$ cat src/sv/bcps_pkg.sv
`default_nettype none

package bcps_pkg;

    localparam int DEF_TEXT_DEPTH   = 4096;
    localparam int DEF_MAX_PATTERN  = 8;
    localparam int DEF_MAX_REPORTED = 63;

    localparam int BYTE_W     = 8;
    localparam int PAT_W      = 64;
    localparam int PLEN_W     = 4;
    localparam int IDX_W      = 3;
    localparam int POS_W      = 12;
    localparam int MC_W       = 13;
    localparam int CMP_W      = 16;
    localparam int OUT_DATA_W = 48;

    localparam logic [MC_W-1:0]  MATCH_MAX = 13'h1FFF;
    localparam logic [CMP_W-1:0] CMP_MAX   = 16'hFFFF;

    localparam logic CFG_PATTERN_CHARS  = 1'b0;
    localparam logic CFG_PATTERN_LENGTH = 1'b1;

    localparam logic KIND_POSITION = 1'b0;
    localparam logic KIND_SUMMARY  = 1'b1;

    typedef struct packed {
        logic store;
        logic init;
        logic load_j;
        logic rd_win;
        logic cmp_step;
        logic count_match;
        logic emit_pos;
        logic step1;
        logic rd_next;
        logic shift_next;
        logic emit_sum;
    } cmd_t;

    typedef struct packed {
        logic window_ok;
        logic eq;
        logic j_zero;
        logic report;
        logic has_next;
        logic out_free;
    } sts_t;

    typedef struct packed {
        logic             valid;
        logic [IDX_W-1:0] idx;
    } bad_char_t;

    function automatic logic [BYTE_W-1:0] pat_byte(input logic [PAT_W-1:0] pat,
                                                   input logic [IDX_W-1:0] idx);
        pat_byte = pat[{idx, 3'b000} +: BYTE_W];
    endfunction

    // last pattern index holding c, among the first m bytes
    function automatic bad_char_t bad_char(input logic [PAT_W-1:0] pat,
                                           input logic [PLEN_W-1:0] m,
                                           input logic [BYTE_W-1:0] c);
        bad_char_t r;
        r.valid = 1'b0;
        r.idx   = '0;
        for (int i = 0; i < 8; i++) begin
            if ((PLEN_W'(i) < m) && (pat[i*BYTE_W +: BYTE_W] == c)) begin
                r.valid = 1'b1;
                r.idx   = IDX_W'(i);
            end
        end
        bad_char = r;
    endfunction

endpackage

`default_nettype wire

$ cat src/sv/bcps_ctrl.sv
`default_nettype none

module bcps_ctrl
    import bcps_pkg::*;
(
    input  wire  clk,
    input  wire  rst_n,
    input  wire  s_tvalid,
    input  wire  s_tlast,
    output logic s_tready,
    input  sts_t sts,
    output cmd_t cmd
);

    localparam logic [3:0] S_LOAD  = 4'd0;
    localparam logic [3:0] S_INIT  = 4'd1;
    localparam logic [3:0] S_CHECK = 4'd2;
    localparam logic [3:0] S_RD    = 4'd3;
    localparam logic [3:0] S_CMP   = 4'd4;
    localparam logic [3:0] S_MATCH = 4'd5;
    localparam logic [3:0] S_RDN   = 4'd6;
    localparam logic [3:0] S_NSH   = 4'd7;
    localparam logic [3:0] S_SUM   = 4'd8;

    logic [3:0] state_reg;
    logic [3:0] state_next;

    always_ff @(posedge clk or negedge rst_n)
    begin
        if (!rst_n)
        begin
            state_reg <= S_LOAD;
        end
        else
        begin
            state_reg <= state_next;
        end
    end

    always_comb
    begin
        state_next = state_reg;
        cmd        = '0;
        s_tready   = 1'b0;
        case (state_reg)
            S_LOAD:
            begin
                s_tready = 1'b1;
                if (s_tvalid)
                begin
                    cmd.store = 1'b1;
                    if (s_tlast)
                    begin
                        state_next = S_INIT;
                    end
                end
            end
            S_INIT:
            begin
                cmd.init   = 1'b1;
                state_next = S_CHECK;
            end
            S_CHECK:
            begin
                if (sts.window_ok)
                begin
                    cmd.load_j = 1'b1;
                    state_next = S_RD;
                end
                else
                begin
                    state_next = S_SUM;
                end
            end
            S_RD:
            begin
                cmd.rd_win = 1'b1;
                state_next = S_CMP;
            end
            S_CMP:
            begin
                cmd.cmp_step = 1'b1;
                if (!sts.eq)
                begin
                    state_next = S_CHECK;
                end
                else if (sts.j_zero)
                begin
                    state_next = S_MATCH;
                end
                else
                begin
                    state_next = S_RD;
                end
            end
            S_MATCH:
            begin
                // hold while a position result has no room
                if (!sts.report || sts.out_free)
                begin
                    cmd.count_match = 1'b1;
                    cmd.emit_pos    = sts.report;
                    if (sts.has_next)
                    begin
                        state_next = S_RDN;
                    end
                    else
                    begin
                        cmd.step1  = 1'b1;
                        state_next = S_CHECK;
                    end
                end
            end
            S_RDN:
            begin
                cmd.rd_next = 1'b1;
                state_next  = S_NSH;
            end
            S_NSH:
            begin
                cmd.shift_next = 1'b1;
                state_next     = S_CHECK;
            end
            S_SUM:
            begin
                if (sts.out_free)
                begin
                    cmd.emit_sum = 1'b1;
                    state_next   = S_LOAD;
                end
            end
            default:
            begin
                state_next = S_LOAD;
            end
        endcase
    end

endmodule

`default_nettype wire

$ cat config.mk
export PLATFORM = sky130hd
export DESIGN_NAME = bcps_ctrl
export DESIGN_NICKNAME = d
export VERILOG_FILES = /design/src/sv/bcps_pkg.sv /design/src/sv/bcps_ctrl.sv
export SDC_FILE = /design/constraint.sdc
export NUM_CORES = 1
export LEC_CHECK = 0
export ABC_CLOCK_PERIOD_IN_PS = 2900
export BUFFER_PORTS_ARGS = -buffer_cell sky130_fd_sc_hd__buf_2
export CAP_MARGIN = 20
export CORE_AREA = 8 8 45 47
export CTS_BUF_LIST = sky130_fd_sc_hd__clkbuf_4
export DETAILED_ROUTE_END_ITERATION = 8
export DIE_AREA = 0 0 53 55
export RECOVER_POWER = 25
export SYNTH_ARGS = -nofsm -noshare
export SYNTH_HDL_FRONTEND = slang
export SYNTH_SLANG_ARGS = --single-unit
$ cat constraint.sdc
create_clock -name clk -period 2.9 [get_ports clk]
set_input_delay 0.58 -clock clk [delete_from_list [all_inputs] [get_ports clk]]
set_output_delay 0.58 -clock clk [all_outputs]
set_load 0.01 [all_outputs]
# --- Word-level counts from Yosys, hierarchy flattened ---
# Index checks and enable logic that the tools add are counted.
classes:
  n_div: 0
  add_sub_neg: 0
  n_eq_ne: 12
  order_cmp: 0
  n_reduce_logical: 5
  muxes: 24
  shifts: 0
  n_mul: 0
  n_bitwise: 0
op_table:
  columns: ["op", "count"]
  rows:
  - ["case mux 4 bit (8 select lines)", 1]
  - ["two-way mux 4 bit", 6]
  - ["== test 4 x 3 -> 1 bit (second input constant)", 4]
  - ["two-way mux 1 bit", 13]
  - ["two-way mux 3 bit", 4]
  - ["== test 4 x 2 -> 1 bit (second input constant)", 2]
  - ["inequality test 2 bit (second input constant)", 4]
  - ["== test 4 x 1 -> 1 bit (second input constant)", 1]
  - ["== test 4 bit (second input constant)", 1]
  - ["logical NOT 4 bit", 1]
  - ["AND reduction 4 bit", 1]
  - ["OR reduction 2 bit", 1]
  - ["logical NOT 1 bit", 1]
  - ["logical OR 1 bit", 1]
word_totals:
  reg_bits: 4
  latchBits: 0
  mem_bits_ro: 0
  out_inout_bits: 12
  ram_bits: 0
  elab_cells: 42
  memories: 0

# --- Depth between registers and ports, before layout ---
depth:
  depth_word: 4
  mapped_depth: 5

# --- Worst setup path after synthesis ---
# OpenSTA, ideal clock, no wires.
synth_timing:
  path_kind: "input -> output"
  from: "in sts[0] (netlist name)"
  to: "out cmd[3] (netlist name)"
  cell_stages: 2
  arrival_ns: 1.152
  setup_slack_ns: 1.168
  t_required_ns: 2.320
  path_cell_list: "and2b_2 > nor4_1"
synth_rtl:
  columns: ["item", "line_no", "rtl"]
  rows:
  - ["start, declared", "bcps_ctrl.sv:11", "input sts_t sts,"]
  - ["end, declared", "bcps_ctrl.sv:12", "output cmd_t cmd"]

==> metrics.csv <==
stage;metric;value;unit
status;status;completed;
critical_path;crit_path_start_kind;register;
clock_tree;cts_hold_buffers;0;
clock_tree;cts_root_buffer;clkbuf_4;
grt;antenna_found_initial;0;
sta;fmax;0.482;GHz
routing;antenna_left;0;
routing;drt-total-wl;1100;um
floorplan;core;0.00138;mm2
yosys;synth_area_per_cell;8.97;um2
power;sw_frac_of_total;45.0;%
yosys;synth_top_flop_cell;dfrtp_1;
power;p_leak;0.265;nW
power;p_int;0.000238;W
layout;multiInputGateArea;277;um2
power;p_seq_share;33.4;%
sta;rsz0062_at_grt;false;
critical_path;r2r_end;state_reg[0]$_DFFE_PN0P_;
grt;grt_pass1_vias;434;
clock_tree;clk_latency;0.23;ns
layout;layout_common_cells;20 x buf_2, 5 x nor3_1, 4 x dfrtp_1;
power;power.switching;0.000195;W
grt;use_met1;7.36;%
sta;drv_slew;0;
clock_tree;clock_sinks;4;
yosys;synth-seq-cells;4;
worst_hold_path;hold_path_class;input pin to async pin;
critical_path;crit_path_end;cmd[4];
sta;whs;0.163;ns
routing;vias;406;
clock_tree;htreeDepth;1;
clock_tree;postCtsSetupBuffers;0;
grt;grt.total_usage;8.00;%
yosys;synth_cell_types;30;
routing;vias_per_cell;4.89;
layout;ff_latch_area;100;um2
floorplan;die_y;55;um
floorplan;std_cell_rows;14;
clock_tree;clk_pin_slew_worst_paths;0.04;ns
floorplan;initial_utilization;30.5;%
sta;final-hold-violation-count;0;
floorplan;die_w;53;um
critical_path;crit_required;2.32;ns
routing;drcViolationCount;0;
power;vdd_ir_drop_max;0.261;mV
sta;skew;0.00215;ns
yosys;async_reset_ff_share;100;%
clock_tree;cts_resized;0;
placement;dp_hpwl;865;um
sta;tightestPinTransition;0.467;ns
critical_path;end_kind;output pin;
routing;drt_iter0_drc;3;
grt;grt_pass1_wl;1720;um
sta;tns;0;ns
sta;slew_headroom;68.9;%
power;clock_power_share;15.6;%
critical_path;timing.rr.start;state_reg[0]$_DFFE_PN0P_;
grt;grt.busiest_layer;met2;
clock_tree;numCtsBuffers;3;
grt;grt_overflow;0;
clock_tree;cts_max_path_buffers;2;
sta;period_share;71.5;%
layout;drive_above_1_share;52.2;%
sta;setup_violations;0;
routing;drtPass1Iterations;3;
yosys;ys_seq_area_share;23.7;%
yosys;syn_inst;47;
critical_path;worst-r2r-setup-slack;1.54;ns
power;comb_power_share;51.0;%
run;cap_violations;0;
critical_path;reg2reg_depth;3;
sta;fin_crit;2.07;ns
clock_tree;tritoncts;done;
yosys;syn_area;422;um2
critical_path;cp.arrival;1.49;ns
layout;layout_commonest_cell;buf_2;
placement;gp_congestion;0.795;
yosys;syn_nets;57;
layout;fillers;161;
critical_path;cp_max_fo;13;
grt;use_met2;14.1;%
yosys;synth-edff-count;0;
critical_path;critPathLaunch;state_reg[1]$_DFFE_PN0P_;
critical_path;path_class;register to output pin;
layout;area_growth;24.9;%
layout;largest_register_ffs;4;
yosys;yosysWarnings;0;
placement;port_buffers;21;
floorplan;ios;22;
layout;finalNetCount;79;
routing;wl_per_cell;13.2;um
grt;grt_max_degree;14;
grt;met3_usage;2.14;%
layout;antenna_cells;0;
power;cellPowerDensity;821;mW/mm2
floorplan;die-area;0.00292;mm2
logic make-up (layout without fill, tap and decap cells):
| group | Yosys count | in the layout | synth area share (%) |
|---|---|---|---|
| AO/OA/AOI/OAI | 10 | 10 | 17.8 |
| buffers and inverters | 5 | 25 | 10.7 |
| flip-flops | 4 | 4 | 23.7 |
| AND/OR/NAND/NOR | 28 | 28 | 47.8 |
stage by stage:
step	total power, W	cell area, um2	instances	utilization (%)	setup slack [ns]
after CTS	0.000440	528	83	38.2	0.820
after floorplan	0.000330	422	47	-	1.17
final	0.000433	527	83	38.1	0.827
after global routing	0.000467	527	83	38.1	0.733
after detailed placement	0.000369	505	80	36.5	1.07
after global placement	0.000366	505	80	36.5	1.04
cell type report:
type | count | area share [%]
clock buffer | 3 | 4.28
inverter | 1 | 0.713
multi-input combinational | 38 | 52.5
sequential | 4 | 19.0
tap | 16 | 3.80
timing repair buffer | 21 | 19.7
synth_stat cells, drive strengths merged, types with 2 or more instances:
cell / number / area share, %
nor3: 6 / 8.3
nor2: 5 / 5.6
buf: 4 / 9.8
dfrtp: 4 / 24
a21oi: 3 / 3.6
and3: 3 / 5.9
nand2: 3 / 2.7
nand2b: 3 / 6.8
nor3b: 2 / 3.6
nor4: 2 / 6.5
o21ai: 2 / 2.4
power groups by stage:
stage	clock network, W	logic, W	registers (W)
floorplan	0	0.000244	0.0000863
global placement	0	0.000223	0.000143
detailed placement	0	0.000224	0.000145
CTS	0.0000714	0.000224	0.000144
global route	0.0000723	0.000245	0.000150
finish	0.0000677	0.000220	0.000144
worst min-delay path by stage:
stage | to | cells past startpoint
after global routing | state_reg[3]$_DFFE_PN0P_ | 1
after global placement | state_reg[2]$_DFFE_PN0P_ | 1
after detailed placement | state_reg[0]$_DFFE_PN0P_ | 1
after CTS | state_reg[3]$_DFFE_PN0P_ | 1
final | state_reg[3]$_DFFE_PN0P_ | 1
after floorplan | state_reg[0]$_DFFE_PN0P_ | 0
critical path, cell delays in order (launching register included):
cell and delay (ns):
dfrtp_1 0.51, nand2b_2 0.30, nor2_2 0.16, and3_1 0.16
buf_2 0.12
routing by layer:
layer | part of all wire [%] | vias up
li1 | - | 210
met4 | 0 | 0
met3 | 5.7 | 0
met5 | 0 | -
met1 | 40 | 184
met2 | 54 | 12
(Power assumes the default switching activity.)
